## src/rtl/marching_cubes_voxel_triangulator_top_assert.svh

```systemverilog
// Assertion macros for the voxel triangulator.
// Included by the top level; no other dependencies.
`ifndef MARCHING_CUBES_VOXEL_TRIANGULATOR_TOP_ASSERT_SVH
`define MARCHING_CUBES_VOXEL_TRIANGULATOR_TOP_ASSERT_SVH
`ifndef SYNTHESIS
`define MCVT_ASSERT_IMPL(lbl, ante, cons) \
  lbl: assert property (@(posedge clk) disable iff (!rst_n) (ante) |-> (cons)) \
    else $error("mcvt assertion failed");
`define MCVT_ASSERT_NEXT(lbl, ante, cons) \
  lbl: assert property (@(posedge clk) disable iff (!rst_n) (ante) |=> (cons)) \
    else $error("mcvt assertion failed");
`else
`define MCVT_ASSERT_IMPL(lbl, ante, cons)
`define MCVT_ASSERT_NEXT(lbl, ante, cons)
`endif
`endif

```

## src/rtl/mcvt_lane.sv

```systemverilog
// One edge lane: fixed-point mu by restoring division, then the vertex
// coordinate along the edge's axis. No package dependencies.
module mcvt_lane (
  input  logic               clk,
  input  logic               rst_n,
  input  logic               start,
  input  logic        [15:0] iso,
  input  logic signed [17:0] da,
  input  logic signed [17:0] db,
  input  logic        [23:0] cell_len,
  input  logic        [31:0] pa,
  input  logic               neg,
  output logic        [31:0] result,
  output logic               done
);

  localparam int QW = 16;
  localparam logic [4:0] C_ABS  = 5'd1;
  localparam logic [4:0] C_SAT  = 5'd2;
  localparam logic [4:0] C_DIV0 = 5'd3;
  localparam logic [4:0] C_MUL  = 5'(C_DIV0 + QW);
  localparam logic [4:0] C_ADD  = 5'(C_MUL + 1);

  logic              busy_r;
  logic [4:0]        cnt_r;
  logic signed [18:0] num_r, den_r;
  logic [17:0]       n_r, d_r, rem_r;
  logic              zero_r, sat_r;
  logic [QW-1:0]     q_r;
  logic [40:0]       prod_r;
  logic [31:0]       result_r;
  logic              done_r;

  logic [18:0] rem2;
  logic        ge;
  logic [17:0] rem_nxt;
  logic [16:0] mu;
  logic [31:0] off;

  assign rem2    = {rem_r, 1'b0};
  assign ge      = rem2 >= {1'b0, d_r};
  assign rem_nxt = ge ? 18'(rem2 - {1'b0, d_r}) : rem2[17:0];
  assign mu      = zero_r ? 17'd0 : (sat_r ? 17'h10000 : {1'b0, q_r});
  assign off     = {7'd0, prod_r[40:16]};

  always_ff @(posedge clk) begin
    if (!rst_n) begin
      busy_r <= 1'b0;
      cnt_r  <= 5'd0;
      done_r <= 1'b0;
    end else if (start) begin
      busy_r <= 1'b1;
      cnt_r  <= C_ABS;
      done_r <= 1'b0;
      num_r  <= $signed({3'b000, iso}) - 19'(da);
      den_r  <= 19'(db) - 19'(da);
    end else if (busy_r) begin
      cnt_r <= cnt_r + 5'd1;
      if (cnt_r == C_ABS) begin
        zero_r <= (num_r == 19'sd0) || (den_r == 19'sd0) || (num_r[18] != den_r[18]);
        n_r    <= num_r[18] ? 18'(-num_r) : num_r[17:0];
        d_r    <= den_r[18] ? 18'(-den_r) : den_r[17:0];
      end else if (cnt_r == C_SAT) begin
        sat_r <= n_r >= d_r;
        rem_r <= n_r;
        q_r   <= '0;
      end else if (cnt_r < C_MUL) begin
        rem_r <= rem_nxt;
        q_r   <= {q_r[QW-2:0], ge};
      end else if (cnt_r == C_MUL) begin
        prod_r <= cell_len * mu;
      end else begin
        result_r <= neg ? pa - off : pa + off;
        done_r   <= 1'b1;
        busy_r   <= 1'b0;
      end
    end
  end

  assign result = result_r;
  assign done   = done_r && (cnt_r == C_ADD + 5'd1 || !busy_r);

endmodule

```

## config.mk

```make
export PLATFORM = sky130hd
export DESIGN_NAME = mcvt_lane
export DESIGN_NICKNAME = d
export VERILOG_FILES = /design/src/rtl/marching_cubes_voxel_triangulator_top_assert.svh /design/src/rtl/mcvt_lane.sv
export SDC_FILE = /design/constraint.sdc
export NUM_CORES = 1
export LEC_CHECK = 0
export ABC_AREA = 1
export BUFFER_PORTS_ARGS = -buffer_cell sky130_fd_sc_hd__clkbuf_2
export CAP_MARGIN = 40
export CORE_UTILIZATION = 58
export CTS_CLUSTER_DIAMETER = 40
export DETAILED_ROUTE_END_ITERATION = 7
export PLACE_DENSITY = 0.8
export SLEW_MARGIN = 20
export SYNTH_ARGS = -nofsm -noshare
export SYNTH_HDL_FRONTEND = slang
export SYNTH_SLANG_ARGS = --single-unit
```

## constraint.sdc

```tcl
create_clock -name clk -period 6.86 [get_ports clk]
set_input_delay 1.372 -clock clk [delete_from_list [all_inputs] [get_ports clk]]
set_output_delay 1.372 -clock clk [all_outputs]
set_load 0.03 [all_outputs]
```

* Yosys cells after proc, flatten, opt, wreduce, memory -nomap -nowiden
Cells that the tools add are included.
** Storage, ports and cells
- Bits in registers :: 190
- Input bits :: 112
- Output and inout port bits :: 33
- Word-level logic and storage cells :: 71
** Cells by class
- Add/sub/neg operators :: 8
- Multipliers :: 1
- Order comparisons :: 3
- Equality and inequality tests :: 5
- Mux-type cells :: 17
- Bitwise operators :: 6
- Reduce and logical (&&, ||, !) cells :: 17
** Operator list (count)
- two-way mux 18 bit :: 5
- multiplier 24 x 17 -> 41 bit :: 1
- zero test 19 bit :: 2
- negator 18 bit :: 2
- two-way mux 17 bit :: 2
- adder 32 x 25 -> 32 bit :: 1
- two-way mux 32 bit :: 1
- subtractor 32 x 25 -> 32 bit :: 1
- greater-or-equal comparator 19 x 18 -> 1 bit :: 1
- subtractor 17 x 18 -> 19 bit :: 1
- subtractor 18 x 18 -> 19 bit :: 1
- greater-or-equal comparator 18 bit :: 1
- subtractor 18 bit :: 1
- two-way mux 16 bit :: 1
- AND reduction 5 bit :: 3
- AND reduction 7 bit :: 2
- == test 5 bit (second input constant) :: 2
- two-way mux 1 bit :: 8
- inverter 1 bit :: 6
- adder 5 x 1 -> 5 bit (second input constant) :: 1
- == test 5 x 1 -> 1 bit (second input constant) :: 1
- == test 5 x 2 -> 1 bit (second input constant) :: 1
- < comparator 5 bit (second input constant) :: 1
- AND reduction 4 bit :: 1
- other kinds (7) :: 10

* Depth between registers and ports, before layout
Gate-level depths: netlist of run 1.
- Word-level depth :: 7
- Mapped depth :: 28
- Gate-level depth less buffers :: 27

* Worst setup path after synthesis of run 1
No wires, ideal clock.
- Kind :: input to register
- From :: input port cell_len[21]
- To :: register prod_r[36], data pin
- Library setup time :: 0.252 ns
- Arrival :: 6.311 ns
- Data required time :: 6.608 ns
- Path slack :: 0.297 ns
- Cell stages on the path :: 23
- Buffers on the path :: 2
- Cell sequence :: buf_1 clkbuf_1 nand2_1 fa_1 inv_1 fa_1 inv_1 fa_1 inv_1 fa_1 fa_1 inv_1 fa_1 inv_1 ha_1 a21oi_1 o21ai_0 a21oi_1 nor2_1 nor3_1 nand2_1 nand2_1 nand2_1
** On the way
- Longest elaborated chain between the ends :: 1
** RTL lines
- start, declared :: line mcvt_lane.sv:10 : input logic [23:0] cell_len,
- multiplier 24 x 17 -> 41 bit :: line mcvt_lane.sv:71 : prod_r <= cell_len * mu;
- end signal, assigned :: line mcvt_lane.sv:71
- end, declared :: line mcvt_lane.sv:30 : logic [40:0] prod_r;
Every way passes these cells.
A chain may end at the register's enable or synchronous reset.

* Worst setup path in the final report of run 1
- From :: register sat_r
- To :: register prod_r[36], data pin
** On the way
- Longest elaborated chain between the ends :: 3
** RTL lines
- start, declared :: line mcvt_lane.sv:28 : logic zero_r, sat_r;
- start signal, assigned :: line mcvt_lane.sv:64 : sat_r <= n_r >= d_r;
- two-way mux 17 bit (2 in a row) :: line mcvt_lane.sv:43 : assign mu = zero_r ? 17'd0 : (sat_r ? 17'h10000 : {1'b0, q_r});
- multiplier 24 x 17 -> 41 bit :: line mcvt_lane.sv:71
Every way passes these cells.

==> impl_metrics.py, run 1 <==
metrics = {
    "power": {
        "ir_drop_v": 0.000149,
        "total_power_mw": 3.72,
        "p_leak_nw": 14.3,
        "powerDensity_nw_per_um2": 132,
    },
    "critical_path": {
        "worstPathArrival_ps": 6720,
        "crit_path_max_incr_delay_ps": 560,
        "reg2reg_from": "sat_r$_DFFE_PP_",
        "cpMaxStageDelayCell": "fa_1",
        "path_cells": "nor2_1, buf_4, nand2_1, clkinvlp_4, buf_4, nand2_1, fa_1, fa_1, fa_1, inv_1, fa_1, fa_1, inv_1, fa_1, inv_1, ha_1, a21oi_1, o21ai_0, a21oi_1, nor2_1, nor3_1, nand2_1, nand2_1, nand2_1",
        "critPathRequiredTime_ps": 7070,
        "crit_start": "sat_r$_DFFE_PP_",
        "worstSetupEndpointType": "flop",
        "start_kind": "flop",
        "crit_path_max_fanout": 16,
        "cpMostUsedCell": "fa_1",
        "worstSetupPathType": "flop to flop",
        "rr_worst_depth": 24,
    },
    "sta": {
        "slew_headroom": 0.419,
        "finClkSkew_ps": 18.8,
        "tns_ps": 0,
        "worstMarginPinSlew_ps": 871,
        "setup_violations": 0,
        "fin_crit_sh": 0.949,
        "fmax_ghz": 0.154,
        "period_needed_ps": 6510,
        "final_max_slew_viol_count": 0,
        "final_hold_viol_count": 0,
        "grt_setup_unrepaired": "false",
    },
    "synthesis": {
        "synth.avg_cell_area_sq_um": 7.93,
        "synth_cell_types": 46,
        "synth_edf_count": 167,
        "syn_area_sq_um": 25600,
        "synthFlopType": "edfxtp_1",
        "syn-instance-count": 3229,
        "synth-async-reset-ratio": 0,
        "ys_seq_elements": 174,
        "syn_nets": 3892,
        "yosysWarningCount": 0,
        "ys_seq_area_frac": 0.201,
    },
    "finish": {
        "fin_nets": 4076,
        "area_growth_pct": 9.79,
        "fin_area_sq_um": 28100,
        "drive_gt1_frac": 0.0846,
        "fillers": 3700,
        "fin_cells": 4011,
        "num_antenna_cells": 0,
    },
    "floorplan": {
        "fp-row-count": 76,
        "io-pin-count": 145,
        "dieArea_sq_um": 45000,
        "core_area_sq_um": 43400,
        "die_y_um": 212,
        "dieWidth_um": 212,
        "start_util": 0.591,
    },
    "run": {
        "max-cap-violations": 0,
    },
    "grt": {
        "grt_overflow": 0,
        "antenna_found_initial": 0,
        "grt_pass1_wl_mm": 108,
        "grt_pass1_vias": 21622,
        "grt_max_degree": 39,
        "track_usage": 0.307,
    },
    "routing": {
        "viasPerCell": 5.41,
        "wirelength_mm": 65.8,
        "drc": 0,
        "drt-pass1-iter-count": 7,
        "first_iter_violations": 1835,
        "ant_nets": 0,
        "post_drt_wl_per_cell_um": 16.4,
        "vias": 21702,
    },
    "cts": {
        "clock-sinks": 174,
        "root_buffer": "clkbuf_16",
        "numCtsBuffers": 17,
        "htree_num_levels": 4,
        "insertion_delay_ps": 470,
        "cts_buffer_depth": 2,
        "tritoncts": "built",
        "cts_hold_buf": 0,
        "path_clk_slew_ps": 80,
    },
    "hold_path": {
        "hold_depth": 0,
        "hp-class": "flop to flop",
        "hold_start": "den_r[0]$_DFFE_PP_",
    },
    "placed_design": {
        "port-buffer-count": 144,
        "placed_cells": 3979,
        "placed_cell_area_sq_um": 27500,
        "place.detailed.hpwl_mm": 55.3,
        "gp_congestion": 0.974,
    },
    "run_status": {
        "status": "finished, final reports clean",
    },
}
[per-layer routing]
layer,up-vias,part of all wire,global-route usage
met5,-,0,0
met4,0,0.033,0.108
met3,149,0.083,0.0517
met2,949,0.46,0.505
met1,10239,0.42,0.411
li1,10365,-,-
[cell usage in the layout (no fill, tap or decap), drive strengths merged, types with 2 or more instances in the layout]
cell type  synthesis  routed
nand2            754     754
ha               220     220
fa               331     331
xor2             100     100
edfxtp           167     167
clkinvlp           0       9
a21oi            164     164
a21o              15      15
a31oi              7       7
inv              670     673
o21ai             92      92
o31ai              3       3
nand3            103     103
nand3b            24      24
nor2             355     355
a21boi             2       2
a211oi             3       3
nor3              36      36
o21a               6       6
o22ai              2       2
dfxtp              7       7
o211ai             4       4
clkinv            11      14
a41oi              3       3
nor4              10      10
xnor2             32      32
or2                4       4
buf               22      86
clkbuf            43     161
nand4             27      27
o21bai            10      10
[cell usage after synthesis (4+ instances only)]
| library cell | n | area, sq um |
|---|---|---|
| fa_1 | 331 | 6630 |
| clkbuf_1 | 43 | 161 |
| clkinv_1 | 11 | 41.3 |
| or2_2 | 4 | 25.0 |
| o211ai_1 | 4 | 30.0 |
| nand3b_1 | 24 | 180 |
| nand2_1 | 749 | 2810 |
| a31oi_1 | 7 | 43.8 |
| o21bai_1 | 10 | 75.1 |
| buf_2 | 19 | 95.1 |
| nand3_1 | 102 | 510 |
| edfxtp_1 | 167 | 5010 |
| nor3_1 | 34 | 170 |
| dfxtp_1 | 7 | 140 |
| nor4_1 | 10 | 62.6 |
| xor2_1 | 100 | 876 |
| nor2_1 | 352 | 1320 |
| a21oi_1 | 164 | 821 |
| nand4_1 | 25 | 156 |
| xnor2_1 | 32 | 280 |
| ha_1 | 220 | 2750 |
| inv_1 | 670 | 2510 |
| a21o_1 | 15 | 113 |
| o21a_1 | 6 | 45.0 |
| o21ai_0 | 89 | 445 |
[flip-flops by register name (all words and copies together) (netlist names)]
| name | cells |
|---|---|
| den_r | 19 |
| sat_r | 1 |
| zero_r | 1 |
| num_r | 19 |
| d_r | 18 |
| prod_r | 25 |
| busy_r | 1 |
| q_r | 16 |
| n_r | 18 |
| rem_r | 18 |
| done_r | 1 |
| result | 32 |
| cnt_r | 5 |
[cell type report]
type	instances	area, sq um	area share
clock buffer	17	425	0.0151
clock inverter	15	169	0.00601
inverter	681	2570	0.0916
multi-input combinational	2309	17700	0.628
sequential	174	5150	0.183
tap	585	732	0.0260
timing repair buffer	230	1420	0.0504
[worst paths after layout]
check	end	slack (ps)
setup reg to reg	prod_r[36]$_DFFE_PP_	350
hold / removal	d_r[0]$_DFFE_PP_	470
setup / recovery	prod_r[36]$_DFFE_PP_	350
hold reg to reg	d_r[0]$_DFFE_PP_	470
[power breakdown]
part	internal (mW)	switching (mW)	total [mW]
Clock	0.488	0.475	0.963
Combinational	0.554	0.922	1.48
Sequential	1.26	0.0257	1.29
Total	2.30	1.42	3.72
[metrics by stage]
step | utilization | worst slack [ps] | hold WS (ps)
global route | 0.649 | 3.37 | 472
floorplan | - | 297 | 426
finish | 0.649 | 353 | 466
CTS | 0.648 | 238 | 467
detailed placement | 0.634 | 25.8 | 449
global placement | 0.633 | 64.7 | 441
[timing repair]
item	4_1_cts	5_1_grt
gates resized for setup	0	5
endpoints found under the setup margin	0	10
setup buffers	0	0
[critical path: cells and delay by family, from the launching register on]
family                     cells  cell delay [ps]
DFF                            1              420
buffers and inverters          6              960
and+or+nand+nor                8              850
adders and majority gates      7             3390
AOI/OAI and AO/OA              3              610
[logic make-up after synthesis]
group	share of synthesized area
AO/OA/AOI/OAI	0.0671
AND/OR/NAND/NOR	0.210
flip-flops	0.201
adder cells (fa/ha/maj)	0.366
buffers and inverters	0.111
XOR/XNOR	0.0451
No activity file was read; power rests on OpenSTA's default activity.
==> run 2: changes to the inputs <==
BUFFER_PORTS_ARGS = -buffer_cell sky130_fd_sc_hd__buf_2   (was -buffer_cell sky130_fd_sc_hd__clkbuf_2)
CORE_MARGIN = 2   (was default)
CORE_UTILIZATION = 64   (was 58)
PLACE_DENSITY = 0.84   (was 0.8)
clock period = 7.75 ns   (was 6.86 ns; I/O delays follow)
==> run 2 against run 1 <==
  * The run now ends with design-rule violations left
  * Worst hold slack lost 8.0 ps
  * Setup slack improved by 420 ps
  * Global-route usage is 4.4 points higher
  * Critical endpoint is now prod_r[27]$_DFFE_PP_
  * Critical path depth down 2
  * Register-to-register slack better by 420 ps
  * Core utilization rose by 4.8 points
==> impl_metrics.py, run 2 (synthesis gave the netlist of run 1 again) <==
metrics = {
    "finish": {
        "largest_reg_flops": 32,
        "drive_gt1_frac": 0.0668,
        "regArea_sq_um": 5150,
        "final_common_cell": "nand2_1",
        "fin_nets": 4016,
        "final_cell_mix": "nand2_1, inv_1, nor2_1",
        "multi_input_area_sq_um": 17700,
        "area_growth_pct": 7.76,
        "fillers": 3192,
    },
    "power": {
        "powerDensity_nw_per_um2": 120,
        "clockPowerShare": 0.270,
        "swShare": 0.389,
        "switchingPower_mw": 1.29,
        "intPower_mw": 2.02,
        "seq_power_share": 0.345,
        "total_power_mw": 3.31,
        "comb_power_share": 0.385,
        "ir_drop_v": 0.000182,
        "p_leak_nw": 14.1,
    },
    "critical_path": {
        "crit_path_max_fanout": 17,
        "path_cells": "nor2_1, buf_4, nand2_1, clkinv_1, nand2_1, fa_1, fa_1, fa_1, inv_1, fa_1, fa_1, inv_1, fa_1, inv_1, ha_1, nand2_1, nor2_1, nand2_1, o21ai_0, nand2_1, nand3_1, nand2_1",
        "critPathRequiredTime_ps": 7950,
        "crit_family": "adder cells",
        "crit_path_max_incr_delay_ps": 660,
        "worst-path-buf-inv": 5,
        "start_kind": "flop",
        "worstSetupEndpointType": "flop",
        "worstPathArrival_ps": 7180,
        "cpMaxStageDelayCell": "clkinv_1",
        "worstSetupPathType": "flop to flop",
    },
    "floorplan": {
        "fp-row-count": 73,
        "io-pin-count": 145,
        "dieWidth_um": 204,
        "core_area_sq_um": 39600,
        "die_y_um": 204,
        "start_util": 0.646,
        "dieArea_sq_um": 41600,
    },
    "sta": {
        "final_max_slew_viol_count": 0,
        "worstMarginPinSlew_ps": 845,
        "fmax_ghz": 0.143,
        "slew_headroom": 0.436,
        "setup_violations": 0,
        "period_needed_ps": 6980,
        "tns_ps": 0,
        "final_hold_viol_count": 0,
        "finClkSkew_ps": 15.3,
        "grt_setup_unrepaired": "false",
        "fin_crit_sh": 0.900,
    },
    "placed_design": {
        "place.detailed.hpwl_mm": 58.8,
        "gp_congestion": 1.02,
        "port-buffer-count": 144,
    },
    "run": {
        "max-cap-violations": 0,
    },
    "routing": {
        "drc": 1,
        "wirelength_mm": 70.7,
        "first_iter_violations": 2019,
        "drt-pass1-iter-count": 8,
        "ant_nets": 0,
        "post_drt_wl_per_cell_um": 18.2,
        "viasPerCell": 5.67,
        "vias": 22059,
    },
    "cts": {
        "root_buffer": "clkbuf_16",
        "post_cts_resize_count": 0,
        "path_clk_slew_ps": 80,
        "numCtsBuffers": 17,
        "htree_num_levels": 4,
        "tritoncts": "built",
        "insertion_delay_ps": 470,
        "post_cts_buffers": 0,
        "clock-sinks": 174,
        "cts_buffer_depth": 2,
        "cts_hold_buf": 0,
    },
    "grt": {
        "grt_pass1_vias": 22835,
        "grt_overflow": 0,
        "antenna_found_initial": 0,
        "grt_max_degree": 39,
        "grt_pass1_wl_mm": 114,
        "track_usage": 0.351,
    },
    "run_status": {
        "violations": "design-rule violations",
        "status": "complete, but fails checks",
    },
    "hold_path": {
        "hp-class": "flop to flop",
    },
}
## run 2: changes by cell type in the layout (fill, tap and decap cells not counted), sizes merged
| cell | before | now |
|---|---|---|
| clkinv | 14 | 18 |
| bufinv | 0 | 1 |
| clkbuf | 161 | 17 |
| inv | 673 | 676 |
| diode | 0 | 1 |
| clkinvlp | 9 | 1 |
| buf | 86 | 170 |
## run 2: final timing paths
kind / startpoint / to / slack [ps] / cells after the start
worst max-delay path: sat_r$_DFFE_PP_ / prod_r[27]$_DFFE_PP_ / 770 / 22
worst min-delay path: num_r[0]$_DFFE_PP_ / n_r[0]$_DFFE_PP_ / 460 / 0
worst max register to register: sat_r$_DFFE_PP_ / prod_r[27]$_DFFE_PP_ / 770 / 22
worst min register to register: num_r[0]$_DFFE_PP_ / n_r[0]$_DFFE_PP_ / 460 / 0
## run 2: layout make-up
cell class                 count  area share
clock inverter                15     0.00712
inverter                     681      0.0926
sequential                   174       0.187
clock buffer                  17      0.0154
antenna                        1   0.0000906
tap                          525      0.0238
multi-input combinational   2309       0.639
timing repair buffer         170      0.0349
## run 2: stage by stage
step / utilization / worst slack [ps] / hold slack (ps) / cells / cell area [sq um]
2_1_floorplan: - / 1010 / 426 / 3229 / 25600
4_1_cts: 0.696 / 816 / 459 / 3889 / 27600
3_5_place_dp: 0.680 / 357 / 443 / 3857 / 27000
5_1_grt: 0.696 / 414 / 473 / 3891 / 27600
3_3_place_gp: 0.679 / 401 / 442 / 3855 / 26900
6_report: 0.696 / 774 / 458 / 3892 / 27600
## run 2: per-layer routing
metal,vias to the layer above,track usage,share of wire
met5,-,0,0
met4,0,0.121,0.038
met3,211,0.0730,0.095
met2,1126,0.578,0.46
met1,10492,0.464,0.41
li1,10230,-,-
## run 2: power by group through the flow
stage | Clock [mW] | Sequential, mW | Combinational, mW
2_1_floorplan | 0 | 1.15 | 0.883
3_3_place_gp | 0 | 1.16 | 1.21
3_5_place_dp | 0 | 1.16 | 1.24
4_1_cts | 0.902 | 1.14 | 1.25
5_1_grt | 0.940 | 1.14 | 1.42
6_report | 0.893 | 1.14 | 1.27
